==> src/hw/rtl/aksp_pkg.sv <==
// Package: shared constants, types and helpers for the key sequence parser.
`default_nettype none
package aksp_pkg;

  localparam int unsigned ByteW  = 8;
  localparam int unsigned PhaseW = 3;

  typedef logic [ByteW-1:0]  byte_t;
  typedef logic [PhaseW-1:0] phase_t;

  // Parser phases; codes 6 and 7 behave as idle.
  localparam phase_t PH_IDLE    = 3'd0;
  localparam phase_t PH_ESC     = 3'd1;
  localparam phase_t PH_BRACKET = 3'd2;
  localparam phase_t PH_NUM1    = 3'd3;
  localparam phase_t PH_SEMI    = 3'd4;
  localparam phase_t PH_NUM2    = 3'd5;

  // Special key codes
  localparam byte_t KEY_UNKNOWN = 8'd0;
  localparam byte_t KEY_UP      = 8'd1;
  localparam byte_t KEY_DOWN    = 8'd2;
  localparam byte_t KEY_RIGHT   = 8'd3;
  localparam byte_t KEY_LEFT    = 8'd4;
  localparam byte_t KEY_CLEAR   = 8'd5;

  // Character codes
  localparam byte_t CH_ESC     = 8'd27;
  localparam byte_t CH_BRACKET = 8'h5B;
  localparam byte_t CH_SEMI    = 8'h3B;
  localparam byte_t CH_0       = 8'h30;
  localparam byte_t CH_9       = 8'h39;
  localparam byte_t CH_A       = 8'h41;
  localparam byte_t CH_B       = 8'h42;
  localparam byte_t CH_C       = 8'h43;
  localparam byte_t CH_D       = 8'h44;
  localparam byte_t CH_J       = 8'h4A;
  localparam byte_t CLEAR_ARG  = 8'd2;

  typedef struct packed {
    byte_t key_value;
    byte_t first_number;
    byte_t second_number;
    logic  is_special;
  } key_res_t;

  typedef struct packed {
    phase_t   phase;
    byte_t    first_acc;
    byte_t    second_acc;
    logic     emit;
    key_res_t res;
  } step_t;

  // acc * 10 + digit, wrapping at 256
  function automatic byte_t add_digit(input byte_t acc, input byte_t ch);
    byte_t d;
    d = ch - CH_0;
    return byte_t'({acc[4:0], 3'b000} + {acc[6:0], 1'b0} + d);
  endfunction

endpackage
`default_nettype wire

==> src/hw/rtl/aksp_if.sv <==
// Interfaces: byte input channel and key result channel.
`default_nettype none
interface aksp_byte_if;
  logic               valid;
  logic               ready;
  aksp_pkg::byte_t    rx_byte;

  modport source (output valid, output rx_byte, input ready);
  modport sink   (input valid, input rx_byte, output ready);
endinterface

interface aksp_key_if;
  logic               valid;
  logic               ready;
  logic               is_special;
  aksp_pkg::byte_t    key_value;
  aksp_pkg::byte_t    first_number;
  aksp_pkg::byte_t    second_number;

  modport source (output valid, output is_special, output key_value,
                  output first_number, output second_number, input ready);
  modport sink   (input valid, input is_special, input key_value,
                  input first_number, input second_number, output ready);
endinterface
`default_nettype wire

==> src/hw/rtl/ansi_key_sequence_parser.sv <==
// Top level: terminal byte stream to key result stream.
//
//   channel  dir  payload                                         transfer when
//   in_key   in   rx_byte                                         valid & ready
//   out_key  out  is_special, key_value, first/second_number      valid & ready
//
// One byte per cycle sustained while the output is not stalled: input register, one parser step, result register.
// A transferred byte waits in the input register until the step advances; its key result is then registered.
// Reset clears the phase, both accumulators and both valid flags.
// An output stall holds the input register, the parser state and the result register; the input register is refilled as
// soon as it drains.
`default_nettype none
module ansi_key_sequence_parser (
  input  wire       clk,
  input  wire       rst_n,
  aksp_byte_if.sink in_key,
  aksp_key_if.source out_key
);

  logic              in_vld_r;
  aksp_pkg::byte_t   in_byte_r;
  aksp_pkg::phase_t  phase_r;
  aksp_pkg::byte_t   first_r;
  aksp_pkg::byte_t   second_r;
  logic              out_vld_r;
  aksp_pkg::key_res_t out_res_r;
  aksp_pkg::step_t   step;
  logic              adv;

  assign adv          = in_vld_r && (!out_vld_r || out_key.ready);
  assign in_key.ready = !in_vld_r || adv;

  aksp_step u_step (
    .phase      (phase_r),
    .first_acc  (first_r),
    .second_acc (second_r),
    .rx_byte    (in_byte_r),
    .step       (step)
  );

  always_ff @(posedge clk) begin
    if (!rst_n) begin
      in_vld_r  <= 1'b0;
      out_vld_r <= 1'b0;
      phase_r   <= aksp_pkg::PH_IDLE;
      first_r   <= '0;
      second_r  <= '0;
    end else begin
      if (in_key.ready) begin
        in_vld_r <= in_key.valid;
      end
      if (adv) begin
        phase_r  <= step.phase;
        first_r  <= step.first_acc;
        second_r <= step.second_acc;
      end
      if (adv) begin
        out_vld_r <= step.emit;
      end else if (out_key.ready) begin
        out_vld_r <= 1'b0;
      end
    end
  end

  always_ff @(posedge clk) begin
    if (in_key.ready && in_key.valid) begin
      in_byte_r <= in_key.rx_byte;
    end
    if (adv && step.emit) begin
      out_res_r <= step.res;
    end
  end

  assign out_key.valid         = out_vld_r;
  assign out_key.is_special    = out_res_r.is_special;
  assign out_key.key_value     = out_res_r.key_value;
  assign out_key.first_number  = out_res_r.first_number;
  assign out_key.second_number = out_res_r.second_number;

endmodule
`default_nettype wire

==> src/hw/rtl/aksp_step.sv <==
// Per-byte parser step: next phase, accumulators and optional key result.
`default_nettype none
module aksp_step (
  input  wire aksp_pkg::phase_t phase,
  input  wire aksp_pkg::byte_t  first_acc,
  input  wire aksp_pkg::byte_t  second_acc,
  input  wire aksp_pkg::byte_t  rx_byte,
  output aksp_pkg::step_t       step
);

  logic            is_dec;
  aksp_pkg::byte_t final_code;

  always_comb begin
    is_dec = rx_byte inside {[aksp_pkg::CH_0:aksp_pkg::CH_9]};
  end

  always_comb begin
    case (rx_byte)
      aksp_pkg::CH_A: final_code = aksp_pkg::KEY_UP;
      aksp_pkg::CH_B: final_code = aksp_pkg::KEY_DOWN;
      aksp_pkg::CH_C: final_code = aksp_pkg::KEY_RIGHT;
      aksp_pkg::CH_D: final_code = aksp_pkg::KEY_LEFT;
      aksp_pkg::CH_J: begin
        final_code = (first_acc == aksp_pkg::CLEAR_ARG) ? aksp_pkg::KEY_CLEAR
                                                         : aksp_pkg::KEY_UNKNOWN;
      end
      default:        final_code = aksp_pkg::KEY_UNKNOWN;
    endcase
  end

  always_comb begin
    step                   = '0;
    step.phase             = phase;
    step.first_acc         = first_acc;
    step.second_acc        = second_acc;
    step.res.is_special    = 1'b1;
    step.res.key_value     = aksp_pkg::KEY_UNKNOWN;
    step.res.first_number  = first_acc;
    step.res.second_number = second_acc;
    case (phase)
      aksp_pkg::PH_ESC: begin
        if (rx_byte == aksp_pkg::CH_BRACKET) begin
          step.phase = aksp_pkg::PH_BRACKET;
        end else begin
          step.emit = 1'b1;
        end
      end
      aksp_pkg::PH_BRACKET: begin
        if (is_dec) begin
          step.first_acc = aksp_pkg::add_digit('0, rx_byte);
          step.phase     = aksp_pkg::PH_NUM1;
        end else begin
          step.emit          = 1'b1;
          step.res.key_value = final_code;
        end
      end
      aksp_pkg::PH_NUM1: begin
        if (is_dec) begin
          step.first_acc = aksp_pkg::add_digit(first_acc, rx_byte);
        end else if (rx_byte == aksp_pkg::CH_SEMI) begin
          step.phase = aksp_pkg::PH_SEMI;
        end else begin
          step.emit          = 1'b1;
          step.res.key_value = final_code;
        end
      end
      aksp_pkg::PH_SEMI: begin
        if (is_dec) begin
          step.second_acc = aksp_pkg::add_digit('0, rx_byte);
          step.phase      = aksp_pkg::PH_NUM2;
        end else begin
          step.emit = 1'b1;
        end
      end
      aksp_pkg::PH_NUM2: begin
        if (is_dec) begin
          step.second_acc = aksp_pkg::add_digit(second_acc, rx_byte);
        end else begin
          step.emit          = 1'b1;
          step.res.key_value = final_code;
        end
      end
      default: begin
        if (rx_byte == aksp_pkg::CH_ESC) begin
          step.phase      = aksp_pkg::PH_ESC;
          step.first_acc  = '0;
          step.second_acc = '0;
        end else begin
          step.emit              = 1'b1;
          step.res.is_special    = 1'b0;
          step.res.key_value     = rx_byte;
          step.res.first_number  = '0;
          step.res.second_number = '0;
        end
      end
    endcase
    if (step.emit) begin
      step.phase      = aksp_pkg::PH_IDLE;
      step.first_acc  = '0;
      step.second_acc = '0;
    end
  end

endmodule
`default_nettype wire
==> src/flat_wrapper.sv <==
// flat-port wrapper written by rule: the top's interface ports become plain ports
module ansi_key_sequence_parser_flat 
  (clk, rst_n, in_key_valid, in_key_rx_byte, in_key_ready, out_key_valid, out_key_is_special, out_key_key_value, out_key_first_number, out_key_second_number, out_key_ready);
  aksp_byte_if in_key_i ();
  aksp_key_if out_key_i ();
  input  wire clk;
  input  wire rst_n;
  input wire logic [$bits(in_key_i.valid)-1:0] in_key_valid;
  input wire logic [$bits(in_key_i.rx_byte)-1:0] in_key_rx_byte;
  output wire logic [$bits(in_key_i.ready)-1:0] in_key_ready;
  output wire logic [$bits(out_key_i.valid)-1:0] out_key_valid;
  output wire logic [$bits(out_key_i.is_special)-1:0] out_key_is_special;
  output wire logic [$bits(out_key_i.key_value)-1:0] out_key_key_value;
  output wire logic [$bits(out_key_i.first_number)-1:0] out_key_first_number;
  output wire logic [$bits(out_key_i.second_number)-1:0] out_key_second_number;
  input wire logic [$bits(out_key_i.ready)-1:0] out_key_ready;
  assign in_key_i.valid = in_key_valid;
  assign in_key_i.rx_byte = in_key_rx_byte;
  assign in_key_ready = in_key_i.ready;
  assign out_key_valid = out_key_i.valid;
  assign out_key_is_special = out_key_i.is_special;
  assign out_key_key_value = out_key_i.key_value;
  assign out_key_first_number = out_key_i.first_number;
  assign out_key_second_number = out_key_i.second_number;
  assign out_key_i.ready = out_key_ready;
  ansi_key_sequence_parser u_core (.clk(clk), .rst_n(rst_n), .in_key(in_key_i), .out_key(out_key_i));
endmodule
==> config.mk <==
export PLATFORM = sky130hd
export DESIGN_NAME = ansi_key_sequence_parser_flat
export DESIGN_NICKNAME = d
export VERILOG_FILES = /design/src/hw/rtl/aksp_pkg.sv /design/src/hw/rtl/aksp_if.sv /design/src/hw/rtl/ansi_key_sequence_parser.sv /design/src/hw/rtl/aksp_step.sv /design/src/flat_wrapper.sv
export SDC_FILE = /design/constraint.sdc
export NUM_CORES = 1
export LEC_CHECK = 0
export CAP_MARGIN = 0
export CORE_MARGIN = 4
export CORE_UTILIZATION = 35
export DETAILED_ROUTE_END_ITERATION = 8
export DONT_BUFFER_PORTS = 1
export SYNTH_ARGS = -nofsm -noshare
export SYNTH_HDL_FRONTEND = slang
export SYNTH_HIERARCHICAL = 1
export SYNTH_SLANG_ARGS = --single-unit
==> constraint.sdc <==
create_clock -name clk -period 7.27 [get_ports clk]
set_clock_uncertainty 0.1 [all_clocks]
set_input_delay 1.454 -clock clk [delete_from_list [all_inputs] [get_ports clk]]
set_output_delay 1.454 -clock clk [all_outputs]
set_load 0.05 [all_outputs]
==> results.md <==
- The clock transition at the registers of the reported paths is roughly 0.11 ns.
- The clock tree synthesis step divided the H-tree into 2 levels.
- The number of cells produced by synthesis is slightly above 400.
- The path class of the tightest hold or removal check is register to register.
- The number of antenna violations at the first check in global routing is 0.
- Hold repair after CTS inserted 0 buffers.
- The worst register-to-register path begins at u_core/phase_r[1].
- The per-cell routed wire length is approximately 18 um.
- The final instance count without filler cells is between 500 and 600.
- The analysis attributes to cell leakage a power of about 1.4 nW.
- The largest fanout on the critical path is 25.
- The total die area is about 0.013 sq mm.
- The starting density of the core is a little over a third.
- The worst setup path is captured at a register.
- The net count after synthesis is around 450.
- The critical path goes through nor3_1 -> a21oi_1 -> o32a_1 -> buf_4 -> nand2_1 -> nor2_2.
- The endpoint arrival time on the critical path is 3.54 ns.
- The final clock period utilization by the worst path is between 50% and 60%.
- Counting flops and latches in the post-synthesis netlist gives 54.
- The fraction of synthesized cell area taken by the top area cell type is approximately a quarter.
- The achievable frequency is 0.268 GHz.
- The number of I/O pins is 39.
- The first global-routing pass estimated 15700 um of wire.
- The signed area change from the synthesized netlist to the final layout is 4.08%.
- Final hold analysis gives a worst-case slack of between 0.3 and 0.4 ns.
- In the routed design, unresolved DRC markers number 0.
- The clock root buffer master is sky130_fd_sc_hd__clkbuf_8.
- The vertical extent of the die is 113 um.
- In this run the worst setup path begins at u_core/phase_r[1].
- The total number of placement rows is 38.
- The floorplan step set the die width to around 110 um.
- The share of async-settable or async-resettable flops after synthesis is 0%.
- Once placement completed, the tool counted placed cells totaling about 530.
- The peak supply drop is around 0.00011 V.
- For this run, the leading register cell type out of synthesis is sky130_fd_sc_hd__edfxtp_1.
- The detailed-route vias per instance is roughly 5.6.
- The total count of hold-check failures in the final report is 0.
- 0 antenna diodes ended up in the layout.
- The worst hold path begins at u_core/first_r[6].
- The classification of the worst setup path is register to register.
- In this design, the stage delay of the slowest critical-path cell is 0.93 ns.
- The total track usage is 15.4%.
- The number of enable-type register cells in the synthesized netlist is 33.
- The clock latency at the later pin of the worst-skew pair is 0.31 ns.
- The first-pass detailed-route iteration total is 5.
- Counting every sink on the clock net gives 54.
- The number of buffer cells added on primary ports is 0.
- The sequential element share of the synthesized area is ~37%.
- The post-cts sizing count is 0.
- Entering global routing, the biggest net connects between 40 and 50 pins.
- The post-layout total power is ~610 uW.
- The Yosys step of the flow raised 6 warnings.
- Clock tree synthesis inserted a total of 5 buffers.
- Setup repair after global routing left no endpoint under its margin.
- The number of violations reported at the end of detailed-routing iteration 0 is 328.
- The total overflow left after global routing is 0.
- The count of pins over their slew limit is 0.
- The routability-driven placement congestion ratio is 0.925.
- The routed layout has 3013 vias.
- The path depth of the worst reg2reg path is 6.
- Fill cells in the final layout number between 1000 and 1500.
- The worst hold path passes through 2 cells.
- For the pin with the worst max-slew slack, the measured transition is between 1 and 1.5 ns.
- Once the clock tree was built, the setup fixing pass inserted 0 buffers.
- The flow ran to the end, and the final reports show no timing, DRC or antenna violations.
- The clock passes through at most 2 buffers.
- The startpoint class of the critical path is a register.
- Once detail routing completed, the nets flagged for antenna violations numbered 0.
- By area the synthesized netlist is led by sky130_fd_sc_hd__edfxtp_1, sky130_fd_sc_hd__dfxtp_1, sky130_fd_sc_hd__ha_1, sky130_fd_sc_hd__nand2_1, sky130_fd_sc_hd__fa_1.
- The headroom to the max-slew limit is 16.8%.
- At the end of the flow, the number of nets in the layout was between 400 and 500.
- The number of global-route vias before repair is between 2000 and 3000.
- The final layout contains routed wiring with a total length of 9750 um.
- Dividing the synthesized area by the synthesized cell count gives 9.42 sq um.
- Max-cap violations in this run came to 0.
- For the final routed database, the setup TNS stands at 0 ns.
- The netlist area before placement is around 0.0039 sq mm.
- The half-perimeter wire length after placement is between 7000 and 8000 um.
- The largest individual stage delay along the critical path comes from the cell sky130_fd_sc_hd__nor2_2.
- The total core area is 0.0108 sq mm.
- The total power density per cell area is ~150 mW/mm^2.
- The number of endpoints failing setup at the final stage is 0.
- In the final layout, the share of cells above drive strength 1 is 6.85%.
- The library cell occupying the most area in the post-synthesis netlist is sky130_fd_sc_hd__edfxtp_1.
- TritonCTS built the clock tree.
- Data on the critical path is required at its endpoint by roughly 7 ns.
- The minimum period implied by the final worst setup slack is between 3 and 4 ns.
- The post-synthesis cell type count is 65.
- The final core utilization is 37.1%.
==> logic make-up (layout without fill, tap and decap cells) <==
group	Yosys count	after routing	share of synthesized area, %
buf+inv	48	32	6.15
xor+xnor	9	9	2.75
simple gates	151	151	20.2
mux	23	23	6.09
flops	54	54	36.5
fa+ha+maj	29	29	11.3
compound gates	96	96	16.9
==> per-stage QoR <==
| step | cell area [sq um] | setup WS (ns) |
|---|---|---|
| floorplan | 3860 | 3.82 |
| global placement | 3910 | 3.65 |
| detailed placement | 3910 | 3.55 |
| CTS | 4020 | 3.52 |
| global route | 4020 | 3.25 |
| finish | 4020 | 3.54 |
==> synth_stat cells (6+ instances only) <==
master,count
sky130_fd_sc_hd__a211oi_1,7
sky130_fd_sc_hd__a21o_1,6
sky130_fd_sc_hd__a21oi_1,23
sky130_fd_sc_hd__and2_1,19
sky130_fd_sc_hd__buf_2,7
sky130_fd_sc_hd__clkbuf_1,12
sky130_fd_sc_hd__dfxtp_1,21
sky130_fd_sc_hd__edfxtp_1,33
sky130_fd_sc_hd__fa_1,10
sky130_fd_sc_hd__ha_1,19
sky130_fd_sc_hd__inv_1,19
sky130_fd_sc_hd__mux2i_1,19
sky130_fd_sc_hd__nand2_1,57
sky130_fd_sc_hd__nand3_1,7
sky130_fd_sc_hd__nor2_1,17
sky130_fd_sc_hd__nor2b_1,11
sky130_fd_sc_hd__nor3_1,15
sky130_fd_sc_hd__o21ai_0,21
==> worst paths after layout <==
| check | end | slack (ns) |
|---|---|---|
| min reg2reg | u_core/first_r[6] | 0.40 |
| min | u_core/first_r[6] | 0.40 |
| max reg2reg | u_core/out_key.first_number[7] | 3.54 |
| max | u_core/out_key.first_number[7] | 3.54 |
==> placed cells by master (no fill, tap or decap), types with 16 or more instances in the layout <==
| cell | n |
|---|---|
| sky130_fd_sc_hd__and2_1 | 19 |
| sky130_fd_sc_hd__edfxtp_1 | 33 |
| sky130_fd_sc_hd__a21oi_1 | 23 |
| sky130_fd_sc_hd__mux2i_1 | 19 |
| sky130_fd_sc_hd__nor2_1 | 16 |
| sky130_fd_sc_hd__inv_1 | 19 |
| sky130_fd_sc_hd__ha_1 | 19 |
| sky130_fd_sc_hd__nand2_1 | 57 |
| sky130_fd_sc_hd__o21ai_0 | 21 |
| sky130_fd_sc_hd__dfxtp_1 | 21 |
==> report_power, final <==
| part | leakage (nW) | internal, mW | switching [mW] |
|---|---|---|---|
| logic | 0.833 | 0.0183 | 0.0282 |
| clock network | 0.0585 | 0.104 | 0.105 |
| registers | 0.496 | 0.333 | 0.0258 |
==> worst max-delay path: cells and delay by family, from the launching register on <==
family | cells | cell delay [ns]
buf+inv | 1 | 0.22
simple gates | 3 | 1.12
compound gates | 2 | 0.99
flops | 1 | 0.89
==> sequential cells by signal, summed over array words and instances (netlist names) <==
register	cells
u_core/first_r	8
u_core/in_byte_r	8
u_core/in_vld_r	1
u_core/out_key.first_number	8
u_core/out_key.is_special	1
u_core/out_key.key_value	8
u_core/out_key.second_number	8
u_core/out_key.valid	1
u_core/phase_r	3
u_core/second_r	8
==> metal layers <==
metal	GRT usage [%]	routed length, um	up-vias
met5	0	0	-
met4	4.73	213	0
met3	2.30	585	14
met2	24.2	4440	125
met1	22.0	4510	1440
li1	-	-	1434
==> layout make-up <==
cell class / instances / area, sq um / area share, %
well taps: 140 / 175 / 4.36
repair buffers: 4 / 30.0 / 0.747
clock inverters: 3 / 43.8 / 1.09
clock buffers: 5 / 68.8 / 1.71
multi-input cells: 308 / 2220 / 55.1
inverters: 20 / 75.1 / 1.87
flip-flops and latches: 54 / 1410 / 35.1
No activity file was read; power rests on OpenSTA's default activity.
